### src/rtl/wac_pkg.sv
// Shared constants, register codes and payload types of the waypoint arrival check.
package wac_pkg;

    // Fixed point
    localparam int FRACTION_BITS = 8;
    localparam int HALF_TURN     = 180 * (2 ** FRACTION_BITS);
    localparam int FULL_TURN     = 360 * (2 ** FRACTION_BITS);

    // Field widths
    localparam int POS_W  = 24;
    localparam int OFS_W  = 25;
    localparam int TOL_W  = 23;
    localparam int TIME_W = 32;
    localparam int HERR_W = 17;
    localparam int DIST_W = 25;
    localparam int OPT_W  = 2;

    // Biased heading value: always positive, reduced modulo a full turn
    localparam int HV_W      = 26;
    localparam int HV_W1     = HV_W + 1;
    localparam int WRAP_BIAS = ((2 ** POS_W) / FULL_TURN + 1) * FULL_TURN;
    localparam int MOD_STEPS = $clog2((2 ** HV_W) / FULL_TURN + 1);

    // Square root pipeline, one root bit per stage
    localparam int SQ_W        = 2 * POS_W;
    localparam int SQRT_STAGES = DIST_W;
    localparam int RAD_W       = 2 * SQRT_STAGES;
    localparam int REM_W       = SQRT_STAGES + 2;

    // Queue between front and back (power of two)
    localparam int FIFO_DEPTH = 4;
    localparam int FIFO_AW    = $clog2(FIFO_DEPTH);
    localparam int FIFO_CW    = FIFO_AW + 1;

    // Configuration port
    localparam int APB_DW  = 32;
    localparam int REG_AW  = 3;
    localparam int PADDR_W = REG_AW + 2;

    localparam logic [REG_AW-1:0] REG_TARGET_X       = 3'd0;
    localparam logic [REG_AW-1:0] REG_TARGET_Y       = 3'd1;
    localparam logic [REG_AW-1:0] REG_TARGET_HEADING = 3'd2;
    localparam logic [REG_AW-1:0] REG_HEADING_TOL    = 3'd3;
    localparam logic [REG_AW-1:0] REG_LINEAR_TOL     = 3'd4;
    localparam logic [REG_AW-1:0] REG_TIMEOUT_LIMIT  = 3'd5;
    localparam logic [REG_AW-1:0] REG_START_TIME     = 3'd6;
    localparam logic [REG_AW-1:0] REG_OPTION_ENABLES = 3'd7;

    // Option enable bits
    localparam int OPT_HEADING = 0;
    localparam int OPT_TIMEOUT = 1;

    // Stream widths
    localparam int S_TDATA_W = 104;
    localparam int M_TDATA_W = 128;
    localparam int M_TUSER_W = 2;

    typedef struct packed {
        logic signed [POS_W-1:0]  target_x;
        logic signed [POS_W-1:0]  target_y;
        logic signed [POS_W-1:0]  target_heading;
        logic        [TOL_W-1:0]  heading_tolerance;
        logic        [TOL_W-1:0]  linear_tolerance;
        logic        [TIME_W-1:0] timeout_limit_ms;
        logic        [TIME_W-1:0] start_time_ms;
        logic        [OPT_W-1:0]  option_enables;
    } t_cfg;

    typedef struct packed {
        logic signed [POS_W-1:0]  pose_x;
        logic signed [POS_W-1:0]  pose_y;
        logic signed [POS_W-1:0]  pose_heading;
        logic        [TIME_W-1:0] now_ms;
    } t_pose;

    // Classified item from front to back
    typedef struct packed {
        logic signed [OFS_W-1:0]  dx;
        logic signed [OFS_W-1:0]  dy;
        logic        [POS_W-1:0]  ux;
        logic        [POS_W-1:0]  uy;
        logic        [HV_W-1:0]   hv;
        logic        [TIME_W-1:0] elapsed;
        logic                     head_on;
        logic                     time_on;
    } t_item;

    // Fields riding alongside the square root
    typedef struct packed {
        logic signed [OFS_W-1:0]  dx;
        logic signed [OFS_W-1:0]  dy;
        logic        [HV_W-1:0]   hv;
        logic                     timed_out;
        logic        [TIME_W-1:0] remaining;
        logic                     head_on;
        logic                     time_on;
    } t_side;

    typedef struct packed {
        logic signed [OFS_W-1:0]  offset_x;
        logic signed [OFS_W-1:0]  offset_y;
        logic        [DIST_W-1:0] distance;
        logic signed [HERR_W-1:0] heading_error;
        logic                     heading_valid;
        logic                     timed_out;
        logic        [TIME_W-1:0] remaining_ms;
        logic                     remaining_valid;
        logic                     reached;
    } t_result;

    typedef struct packed {
        logic full;
        logic empty;
    } t_fifo_stat;

endpackage

### src/rtl/wac_fifo.sv
// Short register queue that decouples the front stage from the back pipeline.
module wac_fifo (
    input  logic                i_clk,
    input  logic                i_rst_n,
    input  logic                i_push,
    input  wac_pkg::t_item      i_item,
    input  logic                i_pop,
    output wac_pkg::t_fifo_stat o_stat,
    output wac_pkg::t_item      o_item
);
    import wac_pkg::*;

    t_item              r_mem [FIFO_DEPTH];
    logic [FIFO_AW-1:0] r_wr_ptr;
    logic [FIFO_AW-1:0] r_rd_ptr;
    logic [FIFO_CW-1:0] r_count;

    assign o_stat.full  = (r_count == FIFO_CW'(FIFO_DEPTH));
    assign o_stat.empty = (r_count == '0);
    assign o_item       = r_mem[r_rd_ptr];

    // Advance pointers and occupancy
    always_ff @(posedge i_clk) begin
        if (!i_rst_n) begin
            r_wr_ptr <= '0;
            r_rd_ptr <= '0;
            r_count  <= '0;
        end else begin
            if (i_push) begin
                r_wr_ptr <= r_wr_ptr + 1'b1;
            end
            if (i_pop) begin
                r_rd_ptr <= r_rd_ptr + 1'b1;
            end
            unique case ({i_push, i_pop})
                2'b10:   r_count <= r_count + 1'b1;
                2'b01:   r_count <= r_count - 1'b1;
                default: r_count <= r_count;
            endcase
        end
    end

    // Store the pushed transaction
    always_ff @(posedge i_clk) begin
        if (i_push) begin
            r_mem[r_wr_ptr] <= i_item;
        end
    end

`ifndef SYNTHESIS
    a_no_overflow: assert property (@(posedge i_clk) disable iff (!i_rst_n)
        o_stat.full && !i_pop |-> !i_push)
        else $error("queue written while full");
`endif

endmodule

### config.mk
export PLATFORM = sky130hd
export DESIGN_NAME = wac_fifo
export DESIGN_NICKNAME = d
export VERILOG_FILES = /design/src/rtl/wac_pkg.sv /design/src/rtl/wac_fifo.sv
export SDC_FILE = /design/constraint.sdc
export NUM_CORES = 1
export LEC_CHECK = 0
export ABC_AREA = 1
export CAP_MARGIN = 20
export CORE_MARGIN = 2
export CORE_UTILIZATION = 36
export DETAILED_ROUTE_END_ITERATION = 10
export DONT_BUFFER_PORTS = 1
export MAX_ROUTING_LAYER = met4
export PLACE_DENSITY = 0.6
export SLEW_MARGIN = 20
export SYNTH_ARGS = -nofsm -noshare
export SYNTH_HDL_FRONTEND = slang
export SYNTH_SLANG_ARGS = --single-unit
export TNS_END_PERCENT = 20
### constraint.sdc
create_clock -name i_clk -period 9.9 [get_ports i_clk]
set_input_delay 0.99 -clock i_clk [delete_from_list [all_inputs] [get_ports i_clk]]
set_output_delay 0.99 -clock i_clk [all_outputs]
set_load 0.05 [all_outputs]
# [Yosys cells after proc, flatten, opt, wreduce, memory -nomap -nowiden]
# Memory sizes are Yosys's and may differ from the RTL's. A register that Yosys moved wholly into a read port is not among the register bits.
# Index checks and enable logic that the tools add are counted.
[totals] regBits=7 ramBits=632 inputBits=162 output_inout_bits=160 wordCells=18 mem_count=1
[op_classes] addsub=4 n_eq_ne=3 muxes=5 reduce_logical=2
[memory_table] memory="r_mem" depth=4 width=158 rd=1 rd_ports_with_merged_regs=1 wr=1 line_no="wac_fifo.sv:13" source="t_item r_mem [FIFO_DEPTH];"
[ops] cell="3-bit one-hot mux with 2 select lines" count=1
[ops] cell="2-bit by 1-bit adder with 2-bit output (second input constant)" count=2
[ops] cell="2-bit two-way mux" count=2
[ops] cell="3-bit by 1-bit adder with 3-bit output (second input constant)" count=1
[ops] cell="3-bit equality test (second input constant)" count=1
[ops] cell="3-bit zero test" count=1
[ops] cell="3-bit by 1-bit subtractor with 3-bit output (second input constant)" count=1
[ops] cell="2-bit by 1-bit equality test with 1-bit output (second input constant)" count=1
[ops] cell="2-bit equality test (second input constant)" count=1
[ops] cell="1-bit two-way mux" count=2
[ops] cell="2-bit nonzero test" count=1

# [Longest topological paths before layout]
[logic_depth] ltp_word=3 ltp_mapped=10 depth_no_buf=10

# [Worst setup path after synthesis]
# OpenSTA, ideal clock, no wires.
[synth_timing] path_type="input to register" start="in i_push" end="mem r_mem[0][0] in the netlist's numbering, enable pin" setup_time_ns=0.510 t_arrival_ns=4.062 t_required_ns=9.390 setup_slack_ns=5.328 cell_stages=2 path_buffers=0 path_cell_list="nand2_1 -> inv_1"
[synth_between] elab_chain_len=2
[synth_rtl] element="start: declaration" line_no="wac_fifo.sv:5" source="input logic i_push,"
[synth_rtl] element="1-bit two-way mux" line_no="wac_fifo.sv:45" source="if (i_push) begin"
[synth_rtl] element="1-bit two-way mux (implied by the code)" line_no="wac_fifo.sv:46" source="r_mem[r_wr_ptr] <= i_item;"
[synth_rtl] element="end: declaration" line_no="wac_fifo.sv:13"
# No other way between the ends.

==> metrics.md <==
| Metric | Value |
|---|---|
| Status | completed |
| Synth Register Bits | 641 |
| Die ar. | around 70000 µm² |
| Most numerous cell in the Yosys netlist | edfxtp_1 |
| Global placer's final weighted congestion | approximately 0.76 |
| # setup viols final | 0 |
| Core Region | roughly 66000 µm² |
| Io pins | about 320 |
| Vias in the first global route | 13300 |
| CTS tree | built |
| Port Buf Inserts | 0 |
| Top post-synthesis cells by area | edfxtp_1 80%, nor2_1 5.0%, o21ai_0 5.0% |
| Post-CTS Repair Setup Buffers | 0 |
| Peak supply drop | 0.1914 mV |
| Clock Tree Buf Depth | 3 |
| Crit path kind | reg -> out |
| Initial antenna violation count | 1 |
| Top_reg_cell synth | edfxtp_1 |
| WL/cell | 21.35 µm |
| Number of synthesized flops with an enable pin | about 630 |
| Fin. Hold Viols | 0 |
| P per Cell Area | about 240 nW/µm² |
| Final Critical Period | 5.197 ns |
| CP Data Arrival Time | 4.21 ns |
| Worst-Margin Slew | 1.215 ns |
| Setup TNS | 0 ns |
| Die Height | 261.3 µm |
| Slew Limit Fails | 0 |
| Die W | approximately 260 µm |
| Initial core utilization | 0.3632 |
| All-Layer GR Usage | 0.1586 |
| Row count | 94 |
| Synthesis-to-finish area growth | 13.56% |
| Clk sinks | 641 |
| Share of cells above drive strength 1 | 0.1044 |
| DRT iter0 DRCs | roughly 1200 |
| Type of element launching the critical path | register |
| Dpl hpwl | around 29000 µm |
| # fillers | 5868 |
| Slew margin rel. | 0.2020 |
| Num CTS Buffers | 70 |
| Drt drc | 0 |
| Post-Route WL | between 50000 and 60000 µm |
| Setup repair after global routing missed its margin | false |
| Mapped Cells | 1584 |
| Clock Latency Late Sink | 0.60 ns |
| Max Cap Violations | 0 |
| Dominant cell type by area after synthesis | edfxtp_1 |
| Detailed-route via count | roughly 13000 |
| CP max FO | 107 |
| Largest net degree at the start of global routing | around 160 |
| First-pass GRT wire length | 78960 µm |
| Mapped Nets | roughly 1800 |
| CTS HTree Levels | 3 |
| Worst-path clk slew | around 0.06 ns |
| Fin Clk Skew | 0.01265 ns |
| Post-synth top cells | 632 x edfxtp_1, 319 x nor2_1, 237 x o21ai_0 |
| Total iterations of the first detailed-routing run | 5 |
| Vias per Instance | between 5 and 6 |
| FF-to-FF setup slack | 7.53 ns |
| Worst Hold Class | reg -> reg |
| Register area share after synthesis | 0.8037 |
| Syn Area/Cell | 15.05 µm² |
| Root Buffer | clkbuf_16 |
| Hold Buf Count CTS | 0 |
| Yosys warning count | 0 |
| GRT overflow | 0 |
| Data required time of the worst path | ~9 ns |
| Netlist Area Pre-Place | 23840 µm² |
| Final core utilization | 0.4125 |
| Critical path capture point type | output port |
| Final worst-path cycle share | 0.5249 |
| Top cell type's share of synthesized area | 0.7961 |
| Count of nets after finishing | roughly 1800 |
| Post-CTS sizing | 0 |
| Max Fclk | 192.4 MHz |
| Async set or reset register ratio after synthesis | 0 |
| Post-route ant nets | 0 |
| Netlist cell types | 21 |
| LEAKAGE | a little under 9 nW |
-- metrics by stage --
stage               hold WS (ns)  instances  power, mW  area, µm²  setup slack, ns
detailed placement        0.4387       2394      3.909      24760            5.297
finish                    0.4490       2522      6.406      27070            4.703
floorplan                 0.4115       1584      3.774      23840            5.328
global placement          0.4133       2380      3.881      24560            5.425
CTS                       0.4214       2521      6.486      27040            4.638
global route              0.4339       2521      6.636      27070            4.412
-- area by class of cell --
class / instances / area, µm² / area share
flip-flops and latches: 641 / 19170 / 0.7080
multi-input cells: 823 / 4054 / 0.1498
clock buffers: 85 / 1829 / 0.06757
well taps: 864 / 1081 / 0.03993
clock inverters: 42 / 456.7 / 0.01687
repair buffers: 49 / 387.9 / 0.01433
inverters: 17 / 93.84 / 0.003466
diodes: 1 / 2.502 / 0.00009244
-- cells by family (layout without fill, tap and decap cells) --
| family | after synthesis | after routing | share of synthesized area |
|---|---|---|---|
| AO/OA/AOI/OAI | 485 | 485 | 0.1101 |
| adder cells (fa/ha/maj) | 6 | 6 | 0.003464 |
| buffers and inverters | 120 | 193 | 0.03023 |
| flip-flops | 641 | 641 | 0.8037 |
| other | 0 | 1 | 0 |
| AND/OR/NAND/NOR | 332 | 332 | 0.05254 |
-- final timing paths --
path                            cells after the start                      end                      from
worst min register to register                      1                 register  r_rd_ptr[1]$_SDFFE_PN0P_
worst max register to register                      5  r_mem[2][104]$_DFFE_PP_  r_wr_ptr[0]$_SDFFE_PN0P_
worst max-delay path                                4              o_item[102]                  register
worst min-delay path                                1                 register  r_rd_ptr[1]$_SDFFE_PN0P_
-- critical path, cell delays in order, from the launching register on --
cell and delay [ns]:
dfxtp_4 0.57, buf_4 0.75, buf_4 0.93, o21ai_0 0.24, o22ai_1 0.92
-- placed cells by master (no fill, tap or decap), types with 3 or more instances in the layout --
cell        instances
a21oi_1             5
buf_4              48
bufinv_16           7
clkbuf_1           14
clkbuf_16          71
clkinv_1           12
clkinv_2            9
clkinvlp_4          3
dfxtp_1             7
edfxtp_1          632
ha_1                5
inv_1              11
inv_6               9
nand2_1             9
nor2_1            319
o21ai_0           237
o21ai_1            85
o22ai_1           143
o22ai_2            15
-- report_power, final --
group,switching [mW],internal (mW),leakage (nW),total [mW]
clock,1.04,1.52,1.11,2.56
combinational,0.601,0.108,1.69,0.709
sequential,0.0282,3.11,5.88,3.14
total,1.67,4.73,8.68,6.41
-- per-layer routing --
layer	wire, µm	global-route usage
met1	20900	0.1773
met2	26670	0.2590
met3	4822	0.05856
met4	1445	0.06076
met5	0	-
-- state kept, by name, summed over array words and instances (netlist names), named ones only --
| name | flops |
|---|---|
| r_mem | 632 |
| r_count | 3 |
| r_wr_ptr | 2 |
| r_rd_ptr | 2 |
(Power assumes the default switching activity.)
