[src/rtl/wac_pkg.sv]
// Shared constants, register codes and payload types of the waypoint arrival check.
package wac_pkg;

    // Fixed point
    localparam int FRACTION_BITS = 8;
    localparam int HALF_TURN     = 180 * (2 ** FRACTION_BITS);
    localparam int FULL_TURN     = 360 * (2 ** FRACTION_BITS);

    // Field widths
    localparam int POS_W  = 24;
    localparam int OFS_W  = 25;
    localparam int TOL_W  = 23;
    localparam int TIME_W = 32;
    localparam int HERR_W = 17;
    localparam int DIST_W = 25;
    localparam int OPT_W  = 2;

    // Biased heading value: always positive, reduced modulo a full turn
    localparam int HV_W      = 26;
    localparam int HV_W1     = HV_W + 1;
    localparam int WRAP_BIAS = ((2 ** POS_W) / FULL_TURN + 1) * FULL_TURN;
    localparam int MOD_STEPS = $clog2((2 ** HV_W) / FULL_TURN + 1);

    // Square root pipeline, one root bit per stage
    localparam int SQ_W        = 2 * POS_W;
    localparam int SQRT_STAGES = DIST_W;
    localparam int RAD_W       = 2 * SQRT_STAGES;
    localparam int REM_W       = SQRT_STAGES + 2;

    // Queue between front and back (power of two)
    localparam int FIFO_DEPTH = 4;
    localparam int FIFO_AW    = $clog2(FIFO_DEPTH);
    localparam int FIFO_CW    = FIFO_AW + 1;

    // Configuration port
    localparam int APB_DW  = 32;
    localparam int REG_AW  = 3;
    localparam int PADDR_W = REG_AW + 2;

    localparam logic [REG_AW-1:0] REG_TARGET_X       = 3'd0;
    localparam logic [REG_AW-1:0] REG_TARGET_Y       = 3'd1;
    localparam logic [REG_AW-1:0] REG_TARGET_HEADING = 3'd2;
    localparam logic [REG_AW-1:0] REG_HEADING_TOL    = 3'd3;
    localparam logic [REG_AW-1:0] REG_LINEAR_TOL     = 3'd4;
    localparam logic [REG_AW-1:0] REG_TIMEOUT_LIMIT  = 3'd5;
    localparam logic [REG_AW-1:0] REG_START_TIME     = 3'd6;
    localparam logic [REG_AW-1:0] REG_OPTION_ENABLES = 3'd7;

    // Option enable bits
    localparam int OPT_HEADING = 0;
    localparam int OPT_TIMEOUT = 1;

    // Stream widths
    localparam int S_TDATA_W = 104;
    localparam int M_TDATA_W = 128;
    localparam int M_TUSER_W = 2;

    typedef struct packed {
        logic signed [POS_W-1:0]  target_x;
        logic signed [POS_W-1:0]  target_y;
        logic signed [POS_W-1:0]  target_heading;
        logic        [TOL_W-1:0]  heading_tolerance;
        logic        [TOL_W-1:0]  linear_tolerance;
        logic        [TIME_W-1:0] timeout_limit_ms;
        logic        [TIME_W-1:0] start_time_ms;
        logic        [OPT_W-1:0]  option_enables;
    } t_cfg;

    typedef struct packed {
        logic signed [POS_W-1:0]  pose_x;
        logic signed [POS_W-1:0]  pose_y;
        logic signed [POS_W-1:0]  pose_heading;
        logic        [TIME_W-1:0] now_ms;
    } t_pose;

    // Classified item from front to back
    typedef struct packed {
        logic signed [OFS_W-1:0]  dx;
        logic signed [OFS_W-1:0]  dy;
        logic        [POS_W-1:0]  ux;
        logic        [POS_W-1:0]  uy;
        logic        [HV_W-1:0]   hv;
        logic        [TIME_W-1:0] elapsed;
        logic                     head_on;
        logic                     time_on;
    } t_item;

    // Fields riding alongside the square root
    typedef struct packed {
        logic signed [OFS_W-1:0]  dx;
        logic signed [OFS_W-1:0]  dy;
        logic        [HV_W-1:0]   hv;
        logic                     timed_out;
        logic        [TIME_W-1:0] remaining;
        logic                     head_on;
        logic                     time_on;
    } t_side;

    typedef struct packed {
        logic signed [OFS_W-1:0]  offset_x;
        logic signed [OFS_W-1:0]  offset_y;
        logic        [DIST_W-1:0] distance;
        logic signed [HERR_W-1:0] heading_error;
        logic                     heading_valid;
        logic                     timed_out;
        logic        [TIME_W-1:0] remaining_ms;
        logic                     remaining_valid;
        logic                     reached;
    } t_result;

    typedef struct packed {
        logic full;
        logic empty;
    } t_fifo_stat;

endpackage

[src/rtl/wac_front.sv]
// Front stage: accepts a pose, forms offsets, biased heading error and elapsed time.
module wac_front (
    input  logic                i_clk,
    input  logic                i_rst_n,
    input  wac_pkg::t_cfg       i_cfg,
    input  logic                i_valid,
    output logic                o_ready,
    input  wac_pkg::t_pose      i_pose,
    input  wac_pkg::t_fifo_stat i_fifo,
    output logic                o_push,
    output wac_pkg::t_item      o_item
);
    import wac_pkg::*;

    logic                    r_valid;
    t_item                   r_item;
    t_item                   n_item;
    logic signed [OFS_W-1:0] w_dx;
    logic signed [OFS_W-1:0] w_dy;
    logic signed [OFS_W-1:0] w_he;
    logic signed [HV_W:0]    w_hsum;

    // Offsets and heading difference, one sign-extended subtract each
    assign w_dx = OFS_W'($signed(i_cfg.target_x)) - OFS_W'($signed(i_pose.pose_x));
    assign w_dy = OFS_W'($signed(i_cfg.target_y)) - OFS_W'($signed(i_pose.pose_y));
    assign w_he = OFS_W'($signed(i_cfg.target_heading)) - OFS_W'($signed(i_pose.pose_heading));

    // Bias the heading error by a half turn plus whole turns so it stays positive
    assign w_hsum = HV_W1'(w_he) + HV_W1'(HALF_TURN + WRAP_BIAS);

    always_comb begin
        n_item.dx      = w_dx;
        n_item.dy      = w_dy;
        n_item.ux      = w_dx[OFS_W-1] ? POS_W'(-w_dx) : POS_W'(w_dx);
        n_item.uy      = w_dy[OFS_W-1] ? POS_W'(-w_dy) : POS_W'(w_dy);
        n_item.hv      = w_hsum[HV_W-1:0];
        n_item.elapsed = i_pose.now_ms - i_cfg.start_time_ms;
        n_item.head_on = i_cfg.option_enables[OPT_HEADING];
        n_item.time_on = i_cfg.option_enables[OPT_TIMEOUT];
    end

    // Hand off to the queue whenever it has room
    assign o_ready = !r_valid || !i_fifo.full;
    assign o_push  = r_valid && !i_fifo.full;
    assign o_item  = r_item;

    always_ff @(posedge i_clk) begin
        if (!i_rst_n) begin
            r_valid <= 1'b0;
        end else if (o_ready) begin
            r_valid <= i_valid;
        end
    end

    // Capture the classified transaction
    always_ff @(posedge i_clk) begin
        if (o_ready && i_valid) begin
            r_item <= n_item;
        end
    end

endmodule

[config.mk]
export PLATFORM = sky130hd
export DESIGN_NAME = wac_front
export DESIGN_NICKNAME = d
export VERILOG_FILES = /design/src/rtl/wac_pkg.sv /design/src/rtl/wac_front.sv
export SDC_FILE = /design/constraint.sdc
export NUM_CORES = 1
export LEC_CHECK = 0
export ABC_CLOCK_PERIOD_IN_PS = 9700
export BUFFER_PORTS_ARGS = -buffer_cell sky130_fd_sc_hd__buf_4
export CAP_MARGIN = 5
export CORE_AREA = 2 2 174 176
export DETAILED_ROUTE_END_ITERATION = 6
export DIE_AREA = 0 0 176 178
export PLACE_DENSITY = 0.73
export SYNTH_ARGS = -nofsm -noshare
export SYNTH_HDL_FRONTEND = slang
export SYNTH_SLANG_ARGS = --single-unit
[constraint.sdc]
create_clock -name i_clk -period 9.7 [get_ports i_clk]
set_input_delay 0.97 -clock i_clk [delete_from_list [all_inputs] [get_ports i_clk]]
set_output_delay 0.97 -clock i_clk [all_outputs]
set_load 0.01 [all_outputs]
Word level (Yosys, flattened, before mapping) --
Cells that the tools add are included.
Operators by class: add/sub/neg operators 7, multiply operators 0, div/mod/pow operators 0, magnitude comparators 0, eq/ne operators 0, shift operators 0, mux-type cells 2, bitwise logic cells 0, reductions and logical operators 5
Operators by type and width (count):
- subtractor 24 x 24 -> 25 bit | 3
- two-way mux 24 bit | 2
- negation 24 bit | 2
- subtractor 32 bit | 1
- adder 25 x 26 -> 26 bit (second input constant) | 1
- logical AND 1 bit | 2
- logical NOT 1 bit | 2
- logical OR 1 bit | 1
Word-level totals: flip-flop bits (word level) 159, latch bits 0, RAM bits 0, memory bits (read-only) 0, output and inout port bits 160, word-level logic and storage cells 23, memories 0

Longest topological paths before layout --
Gate-level depths: netlist (run 1).
depth in word-level cells 3, mapped depth 16, depth with buffers taken out 15

Least setup slack after synthesis (run 1) --
OpenSTA, ideal clock, no wires.
path kind in2reg, from input port i_fifo[1] (netlist name), to register r_item, in the netlist o_item[0], enable pin, data arrival time 4697 ps, slack 4468 ps, stages on the path 2, path through nand2_1 and2_1
Between the ends: word-level cells in the longest chain between the ends 3
Ends and longest elaborated chain:
- start, declared | line wac_front.sv:9 | input wac_pkg::t_fifo_stat i_fifo,
- logical NOT 1 bit | line wac_front.sv:43 | assign o_ready = !r_valid || !i_fifo.full;
- logical OR 1 bit | line wac_front.sv:43
- logical AND 1 bit | line wac_front.sv:57 | if (o_ready && i_valid) begin
- end signal, assigned | line wac_front.sv:58 | r_item <= n_item;
- end, declared | line wac_front.sv:16 | t_item r_item;
No other way between the ends. A chain may end at the register's enable or synchronous reset.

==> qor.txt, run 1 <==
Status: finished clean
WP data arrival: 4.68 ns
Final ANT Viol Nets: 0
Vias in the first global route: 9675
Synth top area cells: edfxtp_1 41%, ha_1 14%, xnor2_1 6.0%, inv_1 5.2%, a21oi_1 3.9%
Iter 0 DRT Violations: 466
Crit-path slowest cell: a31oi_2
Clock power share: 27.4%
Worst Path Buf+Inv: 2
Initial antenna violation count: 0
CTS root buf: clkbuf_16
Max-slew headroom: 33.08%
CP Class: in2reg
Gpl congestion: 0.9215
Unrepaired setup endpoints after global routing: no
Leak: 7.066 nW
Seq/Total Area, Yosys: 40.69%
First-pass GRT wire length: 47.09 mm
GR Layer Usage met3: 6.074%
NumNets Final: 1962
# Post-CTS Setup Buffers: 0
Min-Delay Startpoint: r_valid
Overall Power: 2.450 mW
Crit path max fanout: 16
Routed len/inst: 15.74 µm
Post-synth cell types: 81
Rows: 63
CTS Buffer Depth: 2
CP endpoint kind: register
I/O pins: 453
Dpl hpwl: 24.86 mm
Placed Cells: 1907
Crit start category: primary input
Layout cell share with drive strength beyond 1: 28.05%
Reg2reg start: r_valid
Die H: 178 µm
Clock sink total: 157
Area delta synth->final: 32.99%
Logic pwr share: 34.7%
CP max stage delay: 0.75 ns
Max-slew violations: 0
Largest net degree at the start of global routing: 76
Hold path depth: 2
FFs w/ async S/R, synth: 0%
Final setup fails: 0
Cell taking the most area after synthesis: edfxtp_1
Synth Warn #: 0
Grt peak-use layer: met2
Met1 usage: 21.77%
Post-synth EDFFs: 156
PostCTS Resize Cnt: 0
Critical Path, Cell by Cell: buf_4 > ha_1 > and4_1 > and2_1 > nand2_1 > o21ai_1 > a211o_1 > a41o_1 > nand2_1 > a31oi_2 > clkinv_1 > o21ai_0 > xnor2_1
Max H-tree Level: 4
Max Cap Viol: 0
Psw: 0.7531 mW
Reg power frac: 37.9%
Synthesized instance count: 1156
Gr ovfl total: 0
Initial Util: 39.33%
Path depth of the worst reg2reg path: 4
Setup_tns: 0 ns
Core Box Area: 0.02940 mm²
Via count: 9890
Post-Syn Area: 0.01156 mm²
IO buf count: 373
Final period util: 46.57%
Drt total wl: 30.49 mm
M2 GR Usage: 33.02%
Hold buffers post-CTS: 0
Predominant post-synthesis flop cell: edfxtp_1
Min Hold Slack: 0.5300 ns
Register bit count reported by yosys: 157
Reg clk slew, reported paths: 0.06 ns
Finished Layout Cells: 1937
Antenna cell count: 0
Post-synth net total: 1582
CTS Buf Count: 17
R2R Path End: o_item[25]
Setup ws final: 5.183 ns
Worst Hold Class: reg2reg
Syn_area_per_cell: 10.00 µm²
Slew @ Worst Pin: 1.004 ns
Pwr dens: 159.3 mW/mm²
Drt first pass iters: 5
Net Sw Frac: 30.74%
CTS tree: done
Final critical-path required period: 4.517 ns
Final Hold Viols: 0
P_int: 1.697 mW
Dpl ws: 4.825 ns
Maximum VDD drop: 0.1015 mV
Area fraction of the dominant cell type after synthesis: 40.52%
Placed Area: 0.01480 mm²
Post-DR vias/cell: 5.106
Sink of the worst hold path: r_valid
Most frequent CP cell: nand2_1
Highest Clock Rate: 221.4 MHz
Layout Skew: 0.005582 ns
Final Cell Area: 0.01538 mm²
Top Family by Delay on Critical Path: compound AO/OA/AOI/OAI gates
Die W: 176 µm
Area of the die: 0.03133 mm²
R2R setup slack: 6.92 ns
Critical Path RT: 9.86 ns
Finished Core Util: 52.30%
Total GRT Usage: 19.08%
DR DRC count: 0
Clock latency on the worst-skew pair: 0.43 ns
==> synthesized netlist by cell type (all sizes together) (3+ instances only) <==
master and n:
inv 160, edfxtp 156, ha 129, a21oi 95
xnor2 79, o21ai 73, nor2 64, nand2 50
xor2 43, a21o 35, nor2b 23, nand2b 21
nor3 21, nand3 19, o21a 15, a211oi 12
a31oi 10, or3 10, clkbuf 9, o211ai 9
nand4 8, o31ai 8, and2 7, or2 7
a21boi 6, buf 6, nor3b 6, o21bai 6
and3 5, nor4 5, a31o 4, a41oi 4
fa 4, or4 4, a311oi 3, o41ai 3
==> power by group through the flow <==
stage / clock network (mW) / registers (mW) / logic, mW
after floorplan: 0 / 0.997 / 0.457
after global placement: 0 / 0.942 / 0.833
after detailed placement: 0 / 0.943 / 0.851
after CTS: 0.686 / 0.930 / 0.854
after global routing: 0.714 / 0.937 / 0.936
final: 0.671 / 0.928 / 0.851
==> registers in the layout (all words and copies together), names as in the netlist <==
name	flops
o_item	156
r_valid	1
==> worst register-to-register path: stages (launching register included) <==
cell and delay [ns]:
dfxtp_1 0.32, nand2_1 0.09, and2_4 0.31, buf_4 0.70, buf_4 0.93
==> placed cells by master (no fill, tap or decap), types with 4 or more instances in the layout <==
master,Yosys,final
edfxtp_1,156,156
inv_1,160,160
a21oi_1,90,90
nand3_1,18,18
buf_4,2,376
a21oi_2,4,4
and3_1,5,5
a31o_2,4,4
fa_1,4,4
a21boi_0,6,6
and2_1,6,5
a31oi_1,9,9
nand2_1,50,50
or4_1,4,4
or3_1,10,10
a211oi_1,12,12
nand2b_1,21,21
o21ai_0,69,69
o21bai_1,6,6
nand4_1,8,8
nor2b_1,23,23
o31ai_1,7,7
o211ai_1,9,9
or2_2,6,6
xor2_1,43,43
o21ai_1,4,4
clkbuf_16,0,17
clkinv_1,1,4
nor3b_1,4,4
nor2_1,64,64
xnor2_1,79,79
nor3_1,19,19
ha_1,129,129
o21a_1,15,15
a21o_1,35,35
==> worst max path at each step <==
stage / from / to / slack, ns / depth (start not counted)
detailed placement: i_cfg[145] / o_item[66] / 4.82 / 13
global placement: i_cfg[145] / o_item[70] / 4.89 / 13
finish: i_cfg[145] / o_item[66] / 5.18 / 13
CTS: i_cfg[145] / o_item[66] / 5.23 / 13
global route: i_cfg[145] / o_item[66] / 4.89 / 13
floorplan: i_fifo[1] / o_item[0] / 4.47 / 2
==> layout make-up <==
cell class / instances / area, µm²
clock buffer: 18 / 429.2
timing repair buffer: 376 / 2823
clock inverter: 12 / 147.6
multi-input combinational: 823 / 6181
inverter: 161 / 604.3
sequential: 157 / 4705
fill: 2659 / 14020
tap: 390 / 488.0
==> logic make-up (layout without fill, tap and decap cells) <==
| logic type | count (synthesis) | count (layout) | share of synthesized area, % |
|---|---|---|---|
| AO/OA/AOI/OAI | 310 | 310 | 17.50 |
| XOR/XNOR | 122 | 122 | 9.241 |
| adder cells (fa/ha/maj) | 133 | 133 | 14.65 |
| buffers and inverters | 176 | 567 | 5.876 |
| flip-flops | 157 | 157 | 40.69 |
| multiplexers | 1 | 1 | 0.08657 |
| AND/OR/NAND/NOR | 257 | 257 | 11.96 |
==> per-layer routing <==
layer | vias up | wire length (µm) | share of wire (%)
met5 | - | 0 | 0
met4 | 0 | 1115 | 3.7
met3 | 62 | 2354 | 7.7
met2 | 332 | 14940 | 49
met1 | 4590 | 12080 | 40
li1 | 4906 | - | -
(Power assumes the default switching activity.)
==> inputs of run 2 (changes only) <==
--- a/config.mk
+++ b/config.mk
@@ -5,13 +5,13 @@
 export SDC_FILE = /design/constraint.sdc
 export NUM_CORES = 1
 export LEC_CHECK = 0
-export ABC_CLOCK_PERIOD_IN_PS = 9700
+export ABC_CLOCK_PERIOD_IN_PS = 4100
 export BUFFER_PORTS_ARGS = -buffer_cell sky130_fd_sc_hd__buf_4
 export CAP_MARGIN = 5
 export CORE_AREA = 2 2 174 176
 export DETAILED_ROUTE_END_ITERATION = 6
 export DIE_AREA = 0 0 176 178
-export PLACE_DENSITY = 0.73
+export PLACE_DENSITY = 0.75
 export SYNTH_ARGS = -nofsm -noshare
 export SYNTH_HDL_FRONTEND = slang
 export SYNTH_SLANG_ARGS = --single-unit
==> constraint.sdc (replaced) <==
create_clock -name i_clk -period 4.1 [get_ports i_clk]
set_input_delay 0.41 -clock i_clk [delete_from_list [all_inputs] [get_ports i_clk]]
set_output_delay 0.41 -clock i_clk [all_outputs]
set_load 0.01 [all_outputs]
==> qor.txt, run 2 (synthesized netlist as in run 1, its figures left out) <==
Highest Clock Rate: 281.8 MHz
Footprint of the multi-input gates: 0.006181 mm² (unchanged)
Final ANT Viol Nets: 0 (unchanged)
Commonest cells after routing, fill and taps aside: 383 x buf_4, 160 x inv_1, 156 x edfxtp_1, 129 x ha_1, 90 x a21oi_1
I/O pins: 453 (unchanged)
Max H-tree Level: 4 (unchanged)
R2R setup slack: 2.35 ns (-4.57 ns)
Vias in the first global route: 9724 (+0.51%)
Commonest non-fill, non-tap cell in the layout: buf_4
Max Cap Viol: 0 (unchanged)
Post-DR vias/cell: 5.077 (-0.57%)
Clock sink total: 157 (unchanged)
Area of the die: 0.03133 mm² (unchanged)
Antenna cell count: 0 (unchanged)
Final period util: 86.56%
DR DRC count: 0 (unchanged)
Die W: 176 µm (unchanged)
Status: finished clean
Layout cell share with drive strength beyond 1: 28.49% (+0.43 points)
Leak: 7.107 nW (+0.58%)
Hold buffers post-CTS: 0 (unchanged)
Area delta synth->final: 33.62%
Core Box Area: 0.02940 mm² (unchanged)
Maximum VDD drop: 0.2107 mV (+110%)
Filler cells: 2621 (-1.4%)
Max-slew violations: 0 (unchanged)
Drt total wl: 31.04 mm (+1.8%)
Final critical-path required period: 3.549 ns
Total area of sequential cells: 0.004705 mm² (unchanged)
First-pass GRT wire length: 47.51 mm (+0.88%)
Initial antenna violation count: 0 (unchanged)
Final Hold Viols: 0 (unchanged)
Critical Path RT: 4.26 ns (-5.60 ns)
NumNets Final: 1970 (+0.41%)
CTS Buffer Depth: 2 (unchanged)
Largest net degree at the start of global routing: 56 (-26%)
Max reg flops: 156 (unchanged)
Routed len/inst: 15.96 µm (+1.4%)
Total GRT Usage: 19.35% (+0.27 points)
Setup ws final: 0.5511 ns (-4.632 ns)
Worst Hold Class: in2reg
CTS tree: done
Final setup fails: 0 (unchanged)
Rows: 63 (unchanged)
Drt first pass iters: 5 (unchanged)
CP endpoint kind: register
WP data arrival: 3.71 ns (-0.97 ns)
Gpl congestion: 0.9122 (-1.0%)
# Post-CTS Setup Buffers: 0 (unchanged)
Unrepaired setup endpoints after global routing: no
Final Cell Area: 0.01545 mm² (+0.47%)
Placed Cells: 1915 (+0.42%)
PostCTS Resize Cnt: 0 (unchanged)
Layout Skew: 0.006392 ns (+0.0008099 ns)
Dpl ws: 0.1457 ns (-4.679 ns)
Die H: 178 µm (unchanged)
CP Class: in2reg
Clock latency on the worst-skew pair: 0.42 ns (about the same)
Finished Layout Cells: 1945 (+0.41%)
IO buf count: 373 (unchanged)
Iter 0 DRT Violations: 514 (+10%)
Overall Power: 5.826 mW (+140%)
Initial Util: 39.33% (unchanged)
Setup_tns: 0 ns (unchanged)
CTS root buf: clkbuf_16
Crit start category: primary input
Reg clk slew, reported paths: 0.06 ns (about the same)
Pwr dens: 377.1 mW/mm² (+140%)
Max-slew headroom: 53.61% (+21 points)
Placed Area: 0.01487 mm² (+0.49%)
Dpl hpwl: 25.39 mm (+2.1%)
Gr ovfl total: 0 (unchanged)
CTS Buf Count: 17 (unchanged)
Via count: 9874 (-0.16%)
Crit path max fanout: 7 (-9)
Slew @ Worst Pin: 0.6869 ns (-0.3169 ns)
## run 2: cell type report
type                    instances  area share [%]
multi-input cells             823           40.01
flip-flops and latches        157           30.45
repair buffers                384           18.74
inverters                     161           3.912
well taps                     390           3.158
clock buffers                  19           2.802
clock inverters                11          0.9313
## run 2: where the power goes
| group | total [mW] | leakage (nW) | switching [mW] | internal (mW) |
|---|---|---|---|---|
| Combinational | 2.04 | 5.32 | 1.08 | 0.961 |
| Clock | 1.59 | 0.273 | 0.645 | 0.949 |
| Sequential | 2.20 | 1.52 | 0.0713 | 2.12 |
## run 2: routing by layer
metal	share of wire [%]	up-vias	track usage (%)
li1	-	4928	-
met3	8.0	55	6.436
met4	3.1	0	7.679
met2	50	322	33.79
met1	39	4569	21.86
met5	0	-	0
## run 2: stage by stage
stage	util (%)	hold WS, ns
CTS	52.55	0.1370
detailed placement	50.59	0.5485
global route	52.55	0.1368
finish	52.55	0.1620
floorplan	-	0.4865
global placement	50.59	0.5020
## run 2: path summary, 6_finish.rpt
check | startpoint | end | depth (start not counted)
hold / removal | i_cfg[1] | o_item[0] | 1
hold reg to reg | r_valid | r_valid | 2
setup / recovery | i_cfg[136] | o_item[82] | 14
setup reg to reg | r_valid | o_item[51] | 3
## run 2: critical path: stages
cell      delay (ns)
buf_4           0.11
inv_1           0.04
ha_1            0.17
inv_1           0.06
fa_1            0.42
a211oi_1        0.26
o21bai_1        0.14
a21oi_2         0.36
o21ai_0         0.17
xor2_1          0.22
or4_1           0.60
nor4_4          0.42
a31oi_1         0.18
xor2_1          0.18
==> inputs of run 3 (changes only) <==
--- a/config.mk
+++ b/config.mk
@@ -5,13 +5,16 @@
 export SDC_FILE = /design/constraint.sdc
 export NUM_CORES = 1
 export LEC_CHECK = 0
+export ABC_AREA = 1
 export ABC_CLOCK_PERIOD_IN_PS = 4100
 export BUFFER_PORTS_ARGS = -buffer_cell sky130_fd_sc_hd__buf_4
 export CAP_MARGIN = 5
-export CORE_AREA = 2 2 174 176
+export CORE_AREA = 2 2 175 177
+export CTS_BUF_LIST = sky130_fd_sc_hd__clkbuf_8
 export DETAILED_ROUTE_END_ITERATION = 6
-export DIE_AREA = 0 0 176 178
-export PLACE_DENSITY = 0.75
+export DIE_AREA = 0 0 177 179
+export GPL_TIMING_DRIVEN = 0
+export PLACE_DENSITY = 0.81
 export SYNTH_ARGS = -nofsm -noshare
 export SYNTH_HDL_FRONTEND = slang
 export SYNTH_SLANG_ARGS = --single-unit
==> qor.txt, run 3 <==
Crit start category: primary input
Cell taking the most area after synthesis: edfxtp_1
Routed len/inst: 15.42 µm (-3.4%)
CP Class: in2reg
Largest net degree at the start of global routing: 30 (-46%)
Post-Syn Area: 0.01326 mm² (+15%)
Dpl hpwl: 33.06 mm (+30%)
Status: finished clean
Total GRT Usage: 24.07% (+4.7 points)
Vias in the first global route: 12180 (+25%)
Unrepaired setup endpoints after global routing: no
CP endpoint kind: register
Post-synth top cells: 487 x nand2_1, 347 x inv_1, 156 x edfxtp_1, 129 x ha_1, 125 x nor2_1
Initial Util: 44.17% (+4.8 points)
DR DRC count: 0 (unchanged)
Setup ws final: 1.394 ns (+0.8430 ns)
Hold buffers post-CTS: 0 (unchanged)
Via count: 13000 (+32%)
Crit path max fanout: 4 (-3)
Register bit count reported by yosys: 157 (unchanged)
Max Cap Viol: 0 (unchanged)
Die W: 177 µm (+0.57%)
Post-synth net total: 2189 (+38%)
Drt first pass iters: 5 (unchanged)
Layout Skew: 0.01408 ns (+0.007692 ns)
IO buf count: 373 (unchanged)
Min Hold Slack: 0.1166 ns (-0.04534 ns)
Slew @ Worst Pin: 0.5746 ns (-0.1123 ns)
Layout cell share with drive strength beyond 1: 22.73% (-5.8 points)
Max reg flops: 156 (unchanged)
Overall Power: 5.657 mW (-2.9%)
I/O pins: 453 (unchanged)
Placed Cells: 2538 (+33%)
Critical Path RT: 4.32 ns (+0.06 ns)
Rows: 64 (+1.6%)
Die H: 179 µm (+0.56%)
NumNets Final: 2587 (+31%)
WP data arrival: 2.92 ns (-0.79 ns)
CTS root buf: clkbuf_8
Final Hold Viols: 0 (unchanged)
Post-synth cell types: 41 (-49%)
Iter 0 DRT Violations: 990 (+93%)
Sink of the worst hold path: o_item[0]
Area delta synth->final: 28.68%
Seq/Total Area, Yosys: 35.47% (-5.2 points)
Filler cells: 2738 (+4.5%)
Syn_area_per_cell: 7.524 µm² (-25%)
Pwr dens: 331.5 mW/mm² (-12%)
Dpl ws: 0.9644 ns (+0.8187 ns)
FFs w/ async S/R, synth: 0% (unchanged)
Initial antenna violation count: 0 (unchanged)
R2R setup slack: 2.32 ns (-0.03 ns)
Post-synth EDFFs: 156 (unchanged)
Max-slew headroom: 61.29% (+7.7 points)
Commonest non-fill, non-tap cell in the layout: nand2_1
Highest Clock Rate: 369.6 MHz (+31%)
CTS tree: done
R2R Path End: o_item[55]
Antenna cell count: 0 (unchanged)
Drt total wl: 39.62 mm (+28%)
Synthesized instance count: 1763 (+53%)
Clock sink total: 157 (unchanged)
Most common cell in the netlist: nand2_1
Final period util: 66.00% (-21 points)
Final critical-path required period: 2.706 ns (-0.8430 ns)
Synth top area cells: edfxtp_1 35%, nand2_1 14%, ha_1 12%, inv_1 9.8%, xor2_1 4.7%
Post-DR vias/cell: 5.060 (-0.33%)
Finished Layout Cells: 2569 (+32%)
Area of the die: 0.03168 mm² (+1.1%)
Placed Area: 0.01671 mm² (+12%)
First-pass GRT wire length: 59.96 mm (+26%)
Final setup fails: 0 (unchanged)
Max H-tree Level: 4 (unchanged)
Commonest cells after routing, fill and taps aside: 487 x nand2_1, 377 x buf_4, 348 x inv_1, 156 x edfxtp_1, 129 x ha_1
Gr ovfl total: 0 (unchanged)
Final ANT Viol Nets: 0 (unchanged)
Clock latency on the worst-skew pair: 0.46 ns (+0.04 ns)
Gpl congestion: 0.9876 (+8.3%)
CTS Buffer Depth: 2 (unchanged)
Core Box Area: 0.03003 mm² (+2.1%)
Leak: 8.956 nW (+26%)
Synth Warn #: 0 (unchanged)
CTS Buf Count: 17 (unchanged)
Maximum VDD drop: 0.1570 mV (-25%)
Reg2reg start: r_valid
PostCTS Resize Cnt: 0 (unchanged)
Area fraction of the dominant cell type after synthesis: 35.32% (-5.2 points)
Predominant post-synthesis flop cell: edfxtp_1
Final Cell Area: 0.01707 mm² (+10%)
Path depth of the worst reg2reg path: 4 (+1)
Hold path depth: 1 (unchanged)
Worst Hold Class: in2reg
Min-Delay Startpoint: i_cfg[1]
Max-slew violations: 0 (unchanged)
Reg clk slew, reported paths: 0.10 ns (+0.04 ns)
# Post-CTS Setup Buffers: 0 (unchanged)
[run 3: changes by cell type in the layout (fill, tap and decap cells not counted), moves of 28 or more]
cell / delta
a21o_1: -28
nand2_1: +437
xor2_1: +28
xnor2_1: -61
o21ai_0: -31
nand2_2: +31
nor2_1: +61
inv_1: +188
nand3_1: +90
[run 3: worst max-delay path, cell delays in order]
cell and delay (ns):
buf_4 0.11, ha_1 0.28, ha_1 0.27, fa_1 0.43
nand3_1 0.10, nand2_1 0.13, a21oi_1 0.35, inv_1 0.10
a21oi_1 0.29, o21bai_1 0.15, nand2_1 0.08, nand3_1 0.07
xor2_1 0.14
[run 3: worst max path at each step]
stage | from | endpoint
floorplan | i_valid | o_item[0]
global placement | i_fifo[1] | o_item[138]
detailed placement | i_cfg[113] | o_item[55]
CTS | i_cfg[113] | o_item[55]
global route | i_cfg[160] | o_item[107]
finish | i_cfg[113] | o_item[55]
[run 3: where the power goes]
group          total [mW]  switching [mW]  internal [mW]
Combinational        2.33            1.37          0.954
Clock                1.14           0.662          0.477
Sequential           2.19          0.0803           2.11
[run 3: layer usage]
metal | GRT usage, % | share of wire, % | wire, µm | up-vias
met5 | 0 | 0 | 0 | -
met4 | 6.990 | 2.3 | 918 | 0
met3 | 4.071 | 6.6 | 2604 | 57
met2 | 42.28 | 49 | 19460 | 510
met1 | 30.30 | 42 | 16640 | 5951
li1 | - | - | - | 6481
[run 3: area by class of cell]
type                    instances  area, µm²  area share [%]
well taps                     396      495.5           2.903
flip-flops and latches        157       4705           27.56
clock inverters                14      120.1          0.7038
multi-input cells            1245       7178           42.06
inverters                     354       1329           7.785
clock buffers                  17      234.0           1.371
plain buffers                   7      63.81          0.3739
repair buffers                379       2943           17.24
[run 3: through the flow]
stage / setup TNS (ns) / utilization, %
final: 0 / 56.84
after global routing: 0 / 56.84
after CTS: 0 / 56.84
after detailed placement: 0 / 55.66
after global placement: -102.26 / 55.18
after floorplan: 0 / -
[run 3: cells by family after synthesis]
logic type | synth area share, %
adder cells (fa/ha/maj) | 12.77
AO/OA/AOI/OAI | 8.169
XOR/XNOR | 5.877
flip-flops | 35.47
buffers and inverters | 10.50
AND/OR/NAND/NOR | 27.21
